==> src/rtl/rfat_pkg.sv <==
`default_nettype none

package rfat_pkg;

    localparam int NUM_REGS = 32;
    localparam int TAG_BITS = 4;
    localparam int IDX_BITS = (NUM_REGS > 1) ? $clog2(NUM_REGS) : 1;

    localparam logic [2:0] OP_READ   = 3'd0;
    localparam logic [2:0] OP_RENAME = 3'd1;
    localparam logic [2:0] OP_COMMIT = 3'd2;
    localparam logic [2:0] OP_FLUSH  = 3'd3;
    localparam logic [2:0] OP_LOAD   = 3'd4;

    typedef struct packed {
        logic [2:0]         operation;
        logic [7:0]         reg_index;
        logic [3:0]         rob_tag;
        logic signed [31:0] write_value;
    } t_in_word;

    typedef struct packed {
        logic               index_ok;
        logic               source_pending;
        logic [3:0]         source_tag;
        logic signed [31:0] source_value;
    } t_out_word;

    // one operation presented to the register store
    typedef struct packed {
        logic                apply;
        logic                in_range;
        logic [2:0]          operation;
        logic [IDX_BITS-1:0] idx;
        logic [TAG_BITS-1:0] tag;
        logic [31:0]         value;
    } t_reg_cmd;

    typedef struct packed {
        logic                pending;
        logic [TAG_BITS-1:0] tag;
        logic [31:0]         value;
    } t_reg_rd;

endpackage

`default_nettype wire

==> src/rtl/register_file_alias_table.sv <==
`default_nettype none

// Register file with alias table: value, pending flag and reorder-buffer tag
// per register. One operation word per input handshake (read, rename,
// commit, flush, load); only a read produces an output word.
// Input channel: i_in_valid / o_in_ready / i_in_word. Output channel:
// o_out_valid / i_out_ready / o_out_word.
// The input word is registered; the operation is applied to the register store
// at the clock edge at which it leaves the input register, and a read result is
// captured in the output register at that same edge.
// Throughput is one operation per cycle, except while a read waits behind a
// full output register.
// Updates take effect in acceptance order: a read sees all earlier writes.
// While the receiver stalls, the held result waits in the output register
// and one further operation can be taken into the input register; a read
// waiting behind a full output register stops further acceptance, other
// operations still drain.
// Reset (synchronous, active low) empties both registers, clears every
// pending flag and makes every register read as zero.

module register_file_alias_table
    import rfat_pkg::*;
(
    input  wire logic     i_clk,
    input  wire logic     i_rst_n,
    input  wire logic     i_in_valid,
    output logic          o_in_ready,
    input  wire t_in_word i_in_word,
    output logic          o_out_valid,
    input  wire logic     i_out_ready,
    output t_out_word     o_out_word
);

    logic      r_s1_v;
    t_in_word  r_s1;
    logic      r_out_v;
    t_out_word r_out;

    logic      s1_read;
    logic      s1_ok;
    logic      s1_adv;
    logic      out_free;
    t_reg_cmd  cmd;
    t_reg_rd   rd;
    t_out_word n_out;

    assign s1_read  = (r_s1.operation == OP_READ);
    assign s1_ok    = ({1'b0, r_s1.reg_index} < 9'(NUM_REGS));
    assign out_free = !r_out_v || i_out_ready;
    assign s1_adv   = r_s1_v && (!s1_read || out_free);

    assign o_in_ready = !r_s1_v || s1_adv;

    assign cmd.apply     = s1_adv;
    assign cmd.in_range  = s1_ok;
    assign cmd.operation = r_s1.operation;
    assign cmd.idx       = r_s1.reg_index[IDX_BITS-1:0];
    assign cmd.tag       = TAG_BITS'(r_s1.rob_tag);
    assign cmd.value     = r_s1.write_value;

    rfat_regs u_regs (
        .i_clk   (i_clk),
        .i_rst_n (i_rst_n),
        .i_cmd   (cmd),
        .o_rd    (rd)
    );

    always_comb begin
        n_out = '0;
        n_out.index_ok = s1_ok;
        if (s1_ok) begin
            if (rd.pending) begin
                n_out.source_pending = 1'b1;
                n_out.source_tag     = 4'(rd.tag);
            end else begin
                n_out.source_value = rd.value;
            end
        end
    end

    always_ff @(posedge i_clk) begin
        if (!i_rst_n) begin
            r_s1_v  <= 1'b0;
            r_out_v <= 1'b0;
        end else begin
            if (o_in_ready) begin
                r_s1_v <= i_in_valid;
            end
            if (s1_adv && s1_read) begin
                r_out_v <= 1'b1;
            end else if (i_out_ready) begin
                r_out_v <= 1'b0;
            end
        end
    end

    always_ff @(posedge i_clk) begin
        if (o_in_ready && i_in_valid) begin
            r_s1 <= i_in_word;
        end
        if (s1_adv && s1_read) begin
            r_out <= n_out;
        end
    end

    assign o_out_valid = r_out_v;
    assign o_out_word  = r_out;

endmodule

`default_nettype wire

==> src/rtl/rfat_regs.sv <==
`default_nettype none

module rfat_regs
    import rfat_pkg::*;
(
    input  wire logic     i_clk,
    input  wire logic     i_rst_n,
    input  wire t_reg_cmd i_cmd,
    output t_reg_rd       o_rd
);

    logic [31:0]         r_values  [NUM_REGS];
    logic [TAG_BITS-1:0] r_tags    [NUM_REGS];
    logic [NUM_REGS-1:0] r_pending;
    logic [NUM_REGS-1:0] r_written;   // clear: value reads as zero

    logic do_idx;

    assign do_idx = i_cmd.apply && i_cmd.in_range;

    always_ff @(posedge i_clk) begin
        if (!i_rst_n) begin
            r_pending <= '0;
            r_written <= '0;
        end else if (i_cmd.apply) begin
            unique case (i_cmd.operation)
                OP_RENAME: begin
                    if (i_cmd.in_range) begin
                        r_pending[i_cmd.idx] <= 1'b1;
                    end
                end
                OP_COMMIT: begin
                    if (i_cmd.in_range) begin
                        r_written[i_cmd.idx] <= 1'b1;
                        if (r_pending[i_cmd.idx] && (r_tags[i_cmd.idx] == i_cmd.tag)) begin
                            r_pending[i_cmd.idx] <= 1'b0;
                        end
                    end
                end
                OP_FLUSH: begin
                    r_pending <= '0;
                end
                OP_LOAD: begin
                    if (i_cmd.in_range) begin
                        r_written[i_cmd.idx] <= 1'b1;
                        r_pending[i_cmd.idx] <= 1'b0;
                    end
                end
                default: begin
                end
            endcase
        end
    end

    always_ff @(posedge i_clk) begin
        if (do_idx) begin
            if (i_cmd.operation == OP_RENAME) begin
                r_tags[i_cmd.idx] <= i_cmd.tag;
            end
            if ((i_cmd.operation == OP_COMMIT) || (i_cmd.operation == OP_LOAD)) begin
                r_values[i_cmd.idx] <= i_cmd.value;
            end
        end
    end

    assign o_rd.pending = r_pending[i_cmd.idx];
    assign o_rd.tag     = r_tags[i_cmd.idx];
    assign o_rd.value   = r_written[i_cmd.idx] ? r_values[i_cmd.idx] : 32'd0;

endmodule

`default_nettype wire
==> config.mk <==
export PLATFORM = sky130hd
export DESIGN_NAME = register_file_alias_table
export DESIGN_NICKNAME = d
export VERILOG_FILES = /design/src/rtl/rfat_pkg.sv /design/src/rtl/register_file_alias_table.sv /design/src/rtl/rfat_regs.sv
export SDC_FILE = /design/constraint.sdc
export NUM_CORES = 1
export LEC_CHECK = 0
export ABC_CLOCK_PERIOD_IN_PS = 4900
export BUFFER_PORTS_ARGS = -buffer_cell sky130_fd_sc_hd__buf_4
export CAP_MARGIN = 20
export CORE_ASPECT_RATIO = 2
export CORE_UTILIZATION = 40
export CTS_CLUSTER_DIAMETER = 50
export DETAILED_ROUTE_END_ITERATION = 16
export SYNTH_ARGS = -nofsm -noshare
export SYNTH_HDL_FRONTEND = slang
export SYNTH_SLANG_ARGS = --single-unit
==> constraint.sdc <==
create_clock -name i_clk -period 4.9 [get_ports i_clk]
set_clock_uncertainty 0.15 [all_clocks]
set_input_delay 0.735 -clock i_clk [delete_from_list [all_inputs] [get_ports i_clk]]
set_output_delay 0.735 -clock i_clk [all_outputs]
set_load 0.03 [all_outputs]
==> results.sh <==
export IMPL_status="complete, no violations"
export IMPL_dieArea_um2=125200
export IMPL_tightest_slew_ns=1.077
export IMPL_synth_seq_area_share_pct=77.95
export IMPL_ys_types=44
export IMPL_slew_headroom_pct=28.17
export IMPL_syn_to_final_growth_pct=15.58
export IMPL_final_common_cell="edfxtp_1"
export IMPL_final_cell_mix="edfxtp_1 (1,237), mux4_2 (284), buf_4 (134)"
export IMPL_synth_edff_count=1237
export IMPL_synth_cells=2293
export IMPL_drtIter0Drc=2459
export IMPL_cts_root_buffer="clkbuf_16"
export IMPL_grt_pass1_wl_um=185100
export IMPL_finalPower_mw=23.15
export IMPL_r2r_setup_slack_ns=0.90
export IMPL_wl_um=130900
export IMPL_post_cts_setup_buffer_count=0
export IMPL_nets=2526
export IMPL_p_leak_nw=17.69
export IMPL_pwr_density_cell_nw_per_um2=404.9
export IMPL_syn_area_um2=49470
export IMPL_via_count=24580
export IMPL_rsz0062_at_grt="false"
export IMPL_antenna_found_initial=2
export IMPL_hold_viol_final=0
export IMPL_final_setup_viol_count=0
export IMPL_die_w_um=250.7
export IMPL_io_buffers=90
export IMPL_final_antenna_net_count=0
export IMPL_gp_congestion=0.7954
export IMPL_end_kind="flop"
export IMPL_period_minus_slack_ns=3.998
export IMPL_grt_max_degree=145
export IMPL_clkTransAtPathRegs_ns=0.07
export IMPL_htreeDepth=3
export IMPL_grt_ovfl_total=0
export IMPL_crit_type="reg -> reg"
export IMPL_initial_utilization_pct=40.31
export IMPL_syn_num_nets=2344
export IMPL_cts_tree="yes"
export IMPL_fmax_ghz=0.2501
export IMPL_insertion_delay_ns=0.74
export IMPL_first_global_vias=25570
export IMPL_avgRoutedWirePerCell_um=31.64
export IMPL_rows=182
export IMPL_clock_path_buffers=3
export IMPL_critPathLaunchType="flop"
export IMPL_drive_gt1_share_pct=28.20
export IMPL_min_path_type="in -> reg"
export IMPL_route_detailed_drc=0
export IMPL_syn_avg_cell_area_um2=21.58
export IMPL_fill_cells=9904
export IMPL_ios=91
export IMPL_critical_path_max_fanout=108
export IMPL_finalCritPeriodShare_pct=81.59
export IMPL_yosys_warnings=0
export IMPL_drv_slew=0
export IMPL_worstPathArrival_ns=4.33
export IMPL_synth_seq_cells=1308
export IMPL_synth_ff_type="edfxtp_1"
export IMPL_max_cap_violations=0
export IMPL_ctsResizeCount=0
export IMPL_gr_usage_all_layers_pct=20.99
export IMPL_cp_required_ns=5.23
export IMPL_first_pass_iters=8
export IMPL_hpwlAfterDp_um=68950
export IMPL_core_um2=122700
export IMPL_cts_buffers=109
export IMPL_vdd_drop_max_uv=285.5
export IMPL_die_h_um=499.4
export IMPL_numClockSinks=1308
export IMPL_viasPerCell=5.943
export IMPL_async_flop_share_pct=0
export IMPL_tns_ns=0
[metrics by stage]
stage	utilization, %	instance area, um2	instances	hold slack [ns]	setup slack (ns)
5_1_grt	46.59	57180	4136	0.01959	0.6239
2_1_floorplan	-	49470	2293	0.2854	1.042
3_5_place_dp	43.06	52850	3893	0.2997	0.8393
4_1_cts	46.54	57120	4133	0.009313	0.8234
6_report	46.59	57180	4136	0.04717	0.9022
3_3_place_gp	43.06	52850	3893	0.2916	0.9246
[registers in the layout (all words and copies together), names as in the netlist, 3 cells and up, named ones only]
signal	count
cmd	44
o_out_word	38
r_s1	3
u_regs.r_pending	32
u_regs.r_tags	128
u_regs.r_values	1024
u_regs.r_written	32
[cell usage after synthesis, types with 5 or more instances]
cell | n | share of area (%)
nand2_1 | 48 | 0.36
clkbuf_1 | 84 | 0.64
mux2i_1 | 22 | 0.45
edfxtp_1 | 1237 | 75
nand3_1 | 13 | 0.13
buf_1 | 9 | 0.068
nor3_1 | 5 | 0.051
a221oi_1 | 25 | 0.44
a21oi_1 | 37 | 0.37
nor2_1 | 109 | 0.83
mux4_2 | 284 | 13
a41oi_1 | 7 | 0.12
a21oi_2 | 30 | 0.53
a22oi_1 | 77 | 1.2
mux4_1 | 16 | 0.85
a22o_1 | 25 | 0.44
buf_2 | 34 | 0.34
mux2_2 | 15 | 0.34
nor2b_1 | 10 | 0.13
a31oi_1 | 25 | 0.32
o21a_1 | 33 | 0.50
dfxtp_1 | 71 | 2.9
buf_6 | 5 | 0.11
o21ai_0 | 36 | 0.36
[worst paths after layout]
kind / end / from / depth (start not counted)
worst max-delay path: o_out_word[24] / cmd[36] / 6
worst min-delay path: cmd[24] / i_in_word[24] / 1
worst max register to register: o_out_word[24] / cmd[36] / 6
worst min register to register: u_regs.r_written[22] / u_regs.r_written[22] / 1
[cells by family after synthesis]
group,after synthesis,synth area share [%]
buffers and inverters,136,1.194
AND/OR/NAND/NOR,201,1.730
flip-flops,1308,77.95
AO/OA/AOI/OAI,307,4.487
XOR/XNOR,4,0.07083
multiplexers,337,14.56
[what timing repair did]
item,CTS,global route
endpoints found under the hold margin,33,0
hold buffers,33,0
endpoints found under the setup margin,0,0
[worst max-delay path, stage by stage (launching register included)]
cell	delay, ns
edfxtp_1	0.97
buf_4	0.49
buf_12	0.62
mux4_2	0.61
a22o_1	0.25
a221oi_1	0.28
a31oi_1	0.14
[area by class of cell]
cell class | instances | area [um2] | area share [%]
clock buffers | 123 | 2790 | 4.880
inverters | 4 | 16.27 | 0.02845
well taps | 1564 | 1957 | 3.422
clock inverters | 84 | 1151 | 2.013
multi-input cells | 849 | 10620 | 18.58
repair buffers | 203 | 2072 | 3.624
diodes | 1 | 2.502 | 0.004376
flip-flops and latches | 1308 | 38570 | 67.45
[per-layer routing]
metal	track usage [%]	vias up	share of wire (%)	routed length, um
met4	8.935	2	4.2	5458
met1	24.43	13270	36	46880
met5	0	-	0.0092	12
li1	-	10030	-	-
met2	38.59	1012	54	71220
met3	2.639	263	5.6	7296
[power breakdown]
part / internal [mW] / leakage [nW] / switching, mW / total, mW
clock: 5.38 / 1.91 / 4.15 / 9.52
combinational: 0.504 / 3.99 / 0.589 / 1.09
sequential: 12.3 / 11.8 / 0.194 / 12.5
Note: power is estimated with default switching activity, not from simulation.
